[src/qce_pkg.sv]
package qce_pkg;

    // operation codes of an input word
    localparam logic [1:0] OP_FLOW = 2'd0;
    localparam logic [1:0] OP_DIST = 2'd1;
    localparam logic [1:0] OP_PERM = 2'd2;
    localparam logic [1:0] OP_EVAL = 2'd3;

    localparam int COST_W = 48;
    localparam logic [COST_W-1:0] COST_CAP = {COST_W{1'b1}};

    localparam int SIZE_W = 6;
    localparam logic [SIZE_W-1:0] SIZE_RESET = 6'd32;

    typedef enum logic [1:0] {
        ST_IDLE,
        ST_RUN,
        ST_DRAIN,
        ST_DONE
    } t_state;

    // controller to datapath
    typedef struct packed {
        logic load;
        logic clear;
        logic issue;
    } t_dp_cmd;

    // datapath to controller
    typedef struct packed {
        logic last_term;
        logic pipe_busy;
        logic size_zero;
    } t_dp_status;

endpackage

[src/qce_ctrl.sv]
module qce_ctrl import qce_pkg::*; (
    input  logic       i_clk,
    input  logic       i_rst_n,
    input  logic       i_start,
    input  logic [1:0] i_operation,
    input  t_dp_status i_status,
    output t_dp_cmd    o_cmd,
    output logic       o_busy,
    output logic       o_done
);

    t_state r_state;
    t_state n_state;

    always_ff @(posedge i_clk) begin
        if (!i_rst_n) begin
            r_state <= ST_IDLE;
        end else begin
            r_state <= n_state;
        end
    end

    always_comb begin
        n_state = r_state;
        o_cmd   = '0;
        o_busy  = 1'b1;
        o_done  = 1'b0;
        case (r_state)
            ST_IDLE: begin
                o_busy = 1'b0;
                if (i_start) begin
                    if (i_operation == OP_EVAL) begin
                        o_cmd.clear = 1'b1;
                        n_state = i_status.size_zero ? ST_DONE : ST_RUN;
                    end else begin
                        o_cmd.load = 1'b1;
                    end
                end
            end
            ST_RUN: begin
                o_cmd.issue = 1'b1;
                if (i_status.last_term) begin
                    n_state = ST_DRAIN;
                end
            end
            ST_DRAIN: begin
                if (!i_status.pipe_busy) begin
                    n_state = ST_DONE;
                end
            end
            ST_DONE: begin
                o_done  = 1'b1;
                n_state = ST_IDLE;
            end
            default: begin
                n_state = ST_IDLE;
            end
        endcase
    end

endmodule

[config.mk]
export PLATFORM = sky130hd
export DESIGN_NAME = qce_ctrl
export DESIGN_NICKNAME = d
export VERILOG_FILES = /design/src/qce_pkg.sv /design/src/qce_ctrl.sv
export SDC_FILE = /design/constraint.sdc
export NUM_CORES = 1
export LEC_CHECK = 0
export BUFFER_PORTS_ARGS = -buffer_cell sky130_fd_sc_hd__buf_2
export CORE_AREA = 2 2 39 41
export CTS_CLUSTER_DIAMETER = 100
export CTS_CLUSTER_SIZE = 16
export DETAILED_ROUTE_END_ITERATION = 16
export DIE_AREA = 0 0 41 43
export GPL_TIMING_DRIVEN = 0
export PLACE_DENSITY = 0.45
export SLEW_MARGIN = 20
export SYNTH_ARGS = -nofsm -noshare
export SYNTH_HDL_FRONTEND = slang
export SYNTH_SLANG_ARGS = --single-unit
[constraint.sdc]
create_clock -name i_clk -period 1.5 [get_ports i_clk]
set_clock_uncertainty 0.1 [all_clocks]
set_input_delay 0.225 -clock i_clk [delete_from_list [all_inputs] [get_ports i_clk]]
set_output_delay 0.225 -clock i_clk [all_outputs]
set_load 0.03 [all_outputs]
==> metrics.md, run 1 <==
| Metric | Value |
|---|---|
| Dominant cell type by area after synthesis | ha_1 |
| Post-synthesis xor/xnor area fraction | 0 |
| Cells after synthesis | 26 |
| Detailed placement HPWL | 401.4 µm |
| Clk slew on worst S/H paths | 0.03 ns |
| Die area | 1763 µm² |
| Sink Count | 2 |
| Adder-Cell Fraction of Synth Area | 0.2688 |
| Sequential Power Share | 0.153 |
| Starting Density | 0.1682 |
| Mapped Area | 232.7 µm² |
| Ys Warns | 0 |
| H-tree levels | 1 |
| Filler cells | around 150 |
| DRC viols | 0 |
| First-pass GRT wire length | approximately 900 µm |
| Compound-cell area share of the yosys netlist | 0.2366 |
| Vias in the first global route | 235 |
| Clock share of power | 0.144 |
| Diode count | 0 |
| Multi-input logic area | about 200 µm² |
| Row cnt | 14 |
| Min-delay src | i_rst_n |
| Final Setup Violations | 0 |
| Most flop-heavy register | r_state |
| Total Routing Usage GR | 0.07493 |
| Grt ovf | 0 |
| Vias per Instance | around 4.1 |
| Layout cells sized above 1 | 0.6591 |
| Worst flop-to-flop path endpoint | r_state[0] |
| I/O Pins | 13 |
| Hold depth | 3 |
| Most area-consuming cells after synthesis | ha_1 (27%), dfxtp_1 (17%), a41oi_1 (7.5%) |
| Largest registers | r_state x2 |
| Die width | about 41 µm |
| Clk Latency, worst-skew pair | 0.22 ns |
| Crit-path max FO | 4 |
| Final Max Tran Viols | 0 |
| Hold Fails Final Rpt | 0 |
| Drt wl/cell | about 9.6 µm |
| Post-Synth Simple-Gate Area | 0.2151 |
| Switch share | 0.4461 |
| Max cap viols | 0 |
| Reg-to-reg startpoint | r_state[0] |
| Worst rel slew slack | 0.8524 |
| Crit. End Element | primary output |
| Area Growth Syn to Fin | 74.19% |
| FF-to-FF path depth | 5 |
| Final worst path period need | about 1.4 ns |
| Worst Path Required | around 1.2 ns |
| Share of the synthesized area in the top cell type | 0.2688 |
| Mux contribution to synthesized area | 0.04301 |
| Worst hold margin | roughly 0.16 ns |
| Flops & latches, synth | 2 |
| Worst hold path type | input port to flip-flop |
| Root Driver | clkbuf_4 |
| Fin crit share | 0.9537 |
| Main combinational cell family by area after synthesis | adder cells |
| Post-route ant nets | 0 |
| WHS Endpoint | r_state[1] |
| Final wirelength | 573 µm |
| Die Y | 43 µm |
| Synth cell types | 14 |
| Register area | 47.55 µm² |
| CTS tree | built |
| Startpoint Class | flip-flop |
| CORE AREA | 1384 µm² |
| Syn Nets | 39 |
| Power Density | ~2000 nW/µm² |
| Leak pwr | 0.2065 nW |
| Clock Tree Buf Depth | 2 |
| Layout Nets | 59 |
| Cell Count, Final, Fillers Out | 60 |
| TritonCTS Buffers | 3 |
| Syn Area/Cell | 8.951 µm² |
| Least-Margin Pin Slew | 0.2200 ns |
| Port buffer count | 12 |
| Initial DRT Pass Iterations | 2 |
| Worst vdd ir | just over 0.6 mV |
| Initial antenna violation count | 0 |
| RD Place Congestion | 0.6477 |
| Internal power | ~0.00045 W |
| Max FFs per register | 2 |
| Status | complete, no violations |
| DP Cell Count | between 50 and 60 |
| CP arrival | between 1 and 1.5 ns |
| Net Sw Power | 0.0003615 W |
| Combinational share of power | 0.704 |
| Vias | approximately 250 |
| Largest net degree at the start of global routing | 5 |
| Sequential area share after synthesis | 0.1720 |
| Kind of critical path | flip-flop to primary output |
| Detailed Route Iter0 Violations | 2 |
| Fmax | roughly 700 MHz |
| Reg2Reg Setup Slack | about 0.09 ns |
placed cells by master, fill, tap and decap left out:
cell type / count
buf_2: 10
ha_1: 4
buf_4: 4
clkbuf_4: 3
inv_4: 2
inv_1: 2
nand2_1: 2
a41oi_1: 2
dfxtp_4: 2
nand2_4: 1
nor2_2: 1
a21oi_2: 1
nand2b_1: 1
a21bo_1: 1
nand2b_4: 1
and3_4: 1
mux2i_1: 1
a311oi_2: 1
nor2_1: 1
a211oi_1: 1
ha_4: 1
buf_6: 1
Yosys cell counts:
cell type	instances
inv_1	4
nand2b_1	1
nand2_1	3
dfxtp_1	2
mux2i_1	1
a41oi_1	2
a21oi_1	1
nor2_1	2
a311oi_2	1
ha_1	5
a21bo_1	1
nand2b_4	1
and3_4	1
a211oi_1	1
power groups by stage:
| stage | Clock [W] | Combinational [W] | Sequential [W] |
|---|---|---|---|
| floorplan | 0 | 0.000359 | 0.0000946 |
| global placement | 0 | 0.000439 | 0.000105 |
| detailed placement | 0 | 0.000443 | 0.000105 |
| CTS | 0.000126 | 0.000493 | 0.000113 |
| global route | 0.000132 | 0.000635 | 0.000129 |
| finish | 0.000116 | 0.000570 | 0.000124 |
worst max-delay path, stage by stage, from the launching register on:
cell and delay, ns:
dfxtp_4 0.35, inv_4 0.07, ha_4 0.16, nand2_4 0.05, a21oi_2 0.11, buf_6 0.14
timing repair:
item                       in CTS  in global routing
hold buffers                    0                  0
gates resized for setup         9                  7
buffers inserted                0                  3
gates cloned                    0                  0
setup endpoints to repair       5                  2
pin swaps                       1                  2
through the flow:
step | total power, W | setup TNS [ns] | area, µm² | utilization | setup slack, ns
6_report | 0.0008103 | 0 | 405.4 | 0.2929 | 0.06938
5_1_grt | 0.0008963 | -0.008257 | 405.4 | 0.2929 | -0.008257
4_1_cts | 0.0007315 | 0 | 362.8 | 0.2622 | 0.01144
3_5_place_dp | 0.0005481 | -0.1688 | 316.6 | 0.2288 | -0.09949
3_3_place_gp | 0.0005440 | -0.1060 | 316.6 | 0.2288 | -0.07435
2_1_floorplan | 0.0004534 | 0 | 236.5 | - | 0.01889
layout make-up:
type / instances / area share
multi-input cells: 20 / 0.5031
repair buffers: 15 / 0.2253
inverters: 4 / 0.04938
clock buffers: 3 / 0.05556
flip-flops and latches: 2 / 0.1173
well taps: 16 / 0.04938
cell families (layout without fill, tap and decap cells):
| kind of cell | after synthesis | in the layout |
|---|---|---|
| flip-flops | 2 | 2 |
| AND/OR/NAND/NOR | 8 | 8 |
| adder cells (fa/ha/maj) | 5 | 5 |
| buffers and inverters | 4 | 22 |
| AO/OA/AOI/OAI | 6 | 6 |
| multiplexers | 1 | 1 |
per-layer routing:
layer,vias up,track usage,routed length (µm)
met3,0,0.01571,42
li1,129,-,-
met2,10,0.1156,277
met1,109,0.09177,253
met4,0,0.04000,0
met5,-,0,0
how the worst max path moves through the flow:
stage	startpoint	slack, ns	to	depth (start not counted)
2_1_floorplan	r_state[0]	0.02	o_cmd[1]	4
3_3_place_gp	r_state[0]	-0.07	r_state[1]	5
3_5_place_dp	r_state[0]	-0.1	r_state[1]	5
4_1_cts	r_state[1]	0.01	o_cmd[2]	5
5_1_grt	r_state[0]	-0.008	r_state[0]	6
6_report	r_state[0]	0.07	o_cmd[2]	5
Power figures use the tool's default switching activity.
==> run 2: changes to the inputs <==
--- a/config.mk
+++ b/config.mk
@@ -6,11 +6,12 @@
 export NUM_CORES = 1
 export LEC_CHECK = 0
 export BUFFER_PORTS_ARGS = -buffer_cell sky130_fd_sc_hd__buf_2
-export CORE_AREA = 2 2 39 41
+export CORE_AREA = 3 3 40 42
+export CTS_BUF_LIST = sky130_fd_sc_hd__clkbuf_2
 export CTS_CLUSTER_DIAMETER = 100
 export CTS_CLUSTER_SIZE = 16
 export DETAILED_ROUTE_END_ITERATION = 16
-export DIE_AREA = 0 0 41 43
+export DIE_AREA = 0 0 43 45
 export GPL_TIMING_DRIVEN = 0
 export PLACE_DENSITY = 0.45
 export SLEW_MARGIN = 20
==> metrics.md, run 2 (same netlist as run 1, synthesis figures left out) <==
| Metric | Value |
|---|---|
| Status | complete, no violations |
| Fin area | 357.8 µm² (-12%) |
| Worst hold path type | input port to flip-flop |
| H-tree levels | 1 (unchanged) |
| TritonCTS Buffers | 3 (unchanged) |
| RSZ-0062 raised after global routing | false |
| Register area | 42.54 µm² (-11%) |
| Final Max Tran Viols | 0 (unchanged) |
| Die area | 1935 µm² (+9.8%) |
| Most flop-heavy register | r_state |
| Final worst path period need | 1.415 ns (-0.01602 ns) |
| RD Place Congestion | 0.6714 (+3.7%) |
| Power Density | 1927 nW/µm² (-3.6%) |
| Layout Nets | 57 (-3.4%) |
| Final TNS setup | 0 ns (unchanged) |
| DP Area | 315.3 µm² (-0.40%) |
| Port buffer count | 12 (unchanged) |
| Cell Count, Final, Fillers Out | 57 (-5.0%) |
| Met1 wire length | 242 µm (-4.3%) |
| Die width | 43 µm (+4.9%) |
| Multi-input logic area | 193.9 µm² (-4.9%) |
| First-pass GRT wire length | 814 µm (-9.3%) |
| DRC viols | 0 (unchanged) |
| Vias in the first global route | 212 (-9.8%) |
| Die Y | 45 µm (+4.7%) |
| Sink Count | 2 (unchanged) |
| Drt wl/cell | 8.825 µm (-7.6%) |
| Top sig layer | met3 |
| Startpoint Class | flip-flop |
| Clk slew on worst S/H paths | 0.03 ns (about the same) |
| Vias per Instance | 4.123 (-0.25%) |
| Detailed placement HPWL | 400.8 µm (-0.15%) |
| Post-route ant nets | 0 (unchanged) |
| Largest net degree at the start of global routing | 5 (unchanged) |
| Largest registers | r_state x2 |
| Detailed Route Iter0 Violations | 0 (-2) |
| Met2 routed WL | 209 µm (-25%) |
| Crit. End Element | primary output |
| Clock Tree Buf Depth | 2 (unchanged) |
| Total Routing Usage GR | 0.05897 (-0.01595) |
| CP arrival | 1.09 ns (-0.02 ns) |
| CTS tree | built |
| Commonest non-fill, non-tap cells in the layout | buf_2 (10), ha_1 (4), nand2_1 (3), clkbuf_2 (3), buf_4 (3) |
| Area Growth Syn to Fin | 53.76% |
| Row cnt | 13 (-1) |
| Kind of critical path | flip-flop to primary output |
| Worst Path Required | 1.17 ns (about the same) |
| Root Driver | clkbuf_2 |
| DP Cell Count | 53 (-1.9%) |
| Diode count | 0 (unchanged) |
| CORE AREA | 1285 µm² (-7.1%) |
| Filler cells | 144 (-6.5%) |
| Fmax | 706.9 MHz (+1.1%) |
| Worst vdd ir | 0.6451 mV (+4.7%) |
| Vias | 235 (-5.2%) |
| Max FFs per register | 2 (unchanged) |
| I/O Pins | 13 (unchanged) |
| Clk Latency, worst-skew pair | 0.19 ns (-0.03 ns) |
| Layout cells sized above 1 | 0.5952 (-0.06385) |
| Max cap viols | 0 (unchanged) |
| Leak pwr | 0.1890 nW (-8.4%) |
| Starting Density | 0.1811 (+0.01294) |
| Final wirelength | 503 µm (-12%) |
| Commonest non-fill, non-tap cell in the layout | buf_2 |
| Final Setup Violations | 0 (unchanged) |
| Initial DRT Pass Iterations | 1 (-1) |
| Crit-path max FO | 4 (unchanged) |
| Grt ovf | 0 (unchanged) |
| Initial antenna violation count | 0 (unchanged) |
| Hold Fails Final Rpt | 0 (unchanged) |
| Least-Margin Pin Slew | 0.2171 ns (-0.002940 ns) |
| Fin crit share | 0.9431 (-0.01068) |
| Routed wl met3 | 51 µm (+21%) |
| Worst rel slew slack | 0.8512 (-0.001295) |
[run 2: cell count changes in the layout (fill, tap and decap cells not counted)]
cell / previous run / this run
buf_6: 1 / 0
inv_2: 0 / 2
dfxtp_2: 0 / 2
dfxtp_4: 2 / 0
nor2_2: 1 / 0
inv_4: 2 / 0
nand2_4: 1 / 0
nor2_1: 1 / 2
clkbuf_4: 3 / 0
nand2_1: 2 / 3
clkbuf_2: 0 / 3
buf_4: 4 / 3
[run 2: where the power goes]
| part | total (W) | internal (W) | switching [W] | leakage, nW |
|---|---|---|---|---|
| Combinational | 0.000496 | 0.000223 | 0.000273 | 0.159 |
| Clock | 0.0000828 | 0.0000532 | 0.0000297 | 0.0125 |
| Sequential | 0.000111 | 0.0000813 | 0.0000296 | 0.0172 |
| Total | 0.000690 | 0.000357 | 0.000333 | 0.189 |
[run 2: metal layers]
metal,global-route usage,vias to the layer above
li1,-,124
met1,0.06459,100
met2,0.09281,11
met3,0.01594,0
met4,0.05422,0
met5,0,-
[run 2: worst paths after layout]
check	start	end	slack, ns	cells after the start
worst min register to register	r_state[0]	r_state[0]	0.53	2
worst min-delay path	i_rst_n	r_state[1]	0.19	3
worst max register to register	r_state[0]	r_state[1]	0.13	5
worst max-delay path	r_state[1]	o_cmd[1]	0.09	5
[run 2: area by class of cell]
class                           instances  area share
Clock buffer                            3     0.04196
Inverter                                4     0.04196
Multi-Input combinational cell         20      0.5420
Sequential cell                         2      0.1189
Tap cell                               15     0.05245
Timing Repair Buffer                   13      0.2028
[run 2: critical path: stages, from the launching register on]
cell and delay (ns):
dfxtp_2 0.33, inv_2 0.09, ha_4 0.15, nand2_1 0.07, nor2_1 0.10, buf_4 0.17
[run 2: repair_timing]
item,CTS,global route
resized for setup,6,2
pin swaps,0,1
hold endpoints to repair,0,0
hold buffers,0,0
buffers inserted,0,1
endpoints found under the setup margin,5,4
[run 2: per-stage QoR]
stage | power [W] | hold WS, ns | setup WS, ns | util
floorplan | 0.0004534 | 0.2727 | 0.01889 | -
global placement | 0.0005441 | 0.3931 | -0.05560 | 0.2454
detailed placement | 0.0005415 | 0.3953 | -0.05826 | 0.2454
CTS | 0.0006780 | 0.1880 | 0.002127 | 0.2707
global route | 0.0007711 | 0.2051 | 0.004902 | 0.2785
finish | 0.0006896 | 0.1949 | 0.08540 | 0.2785
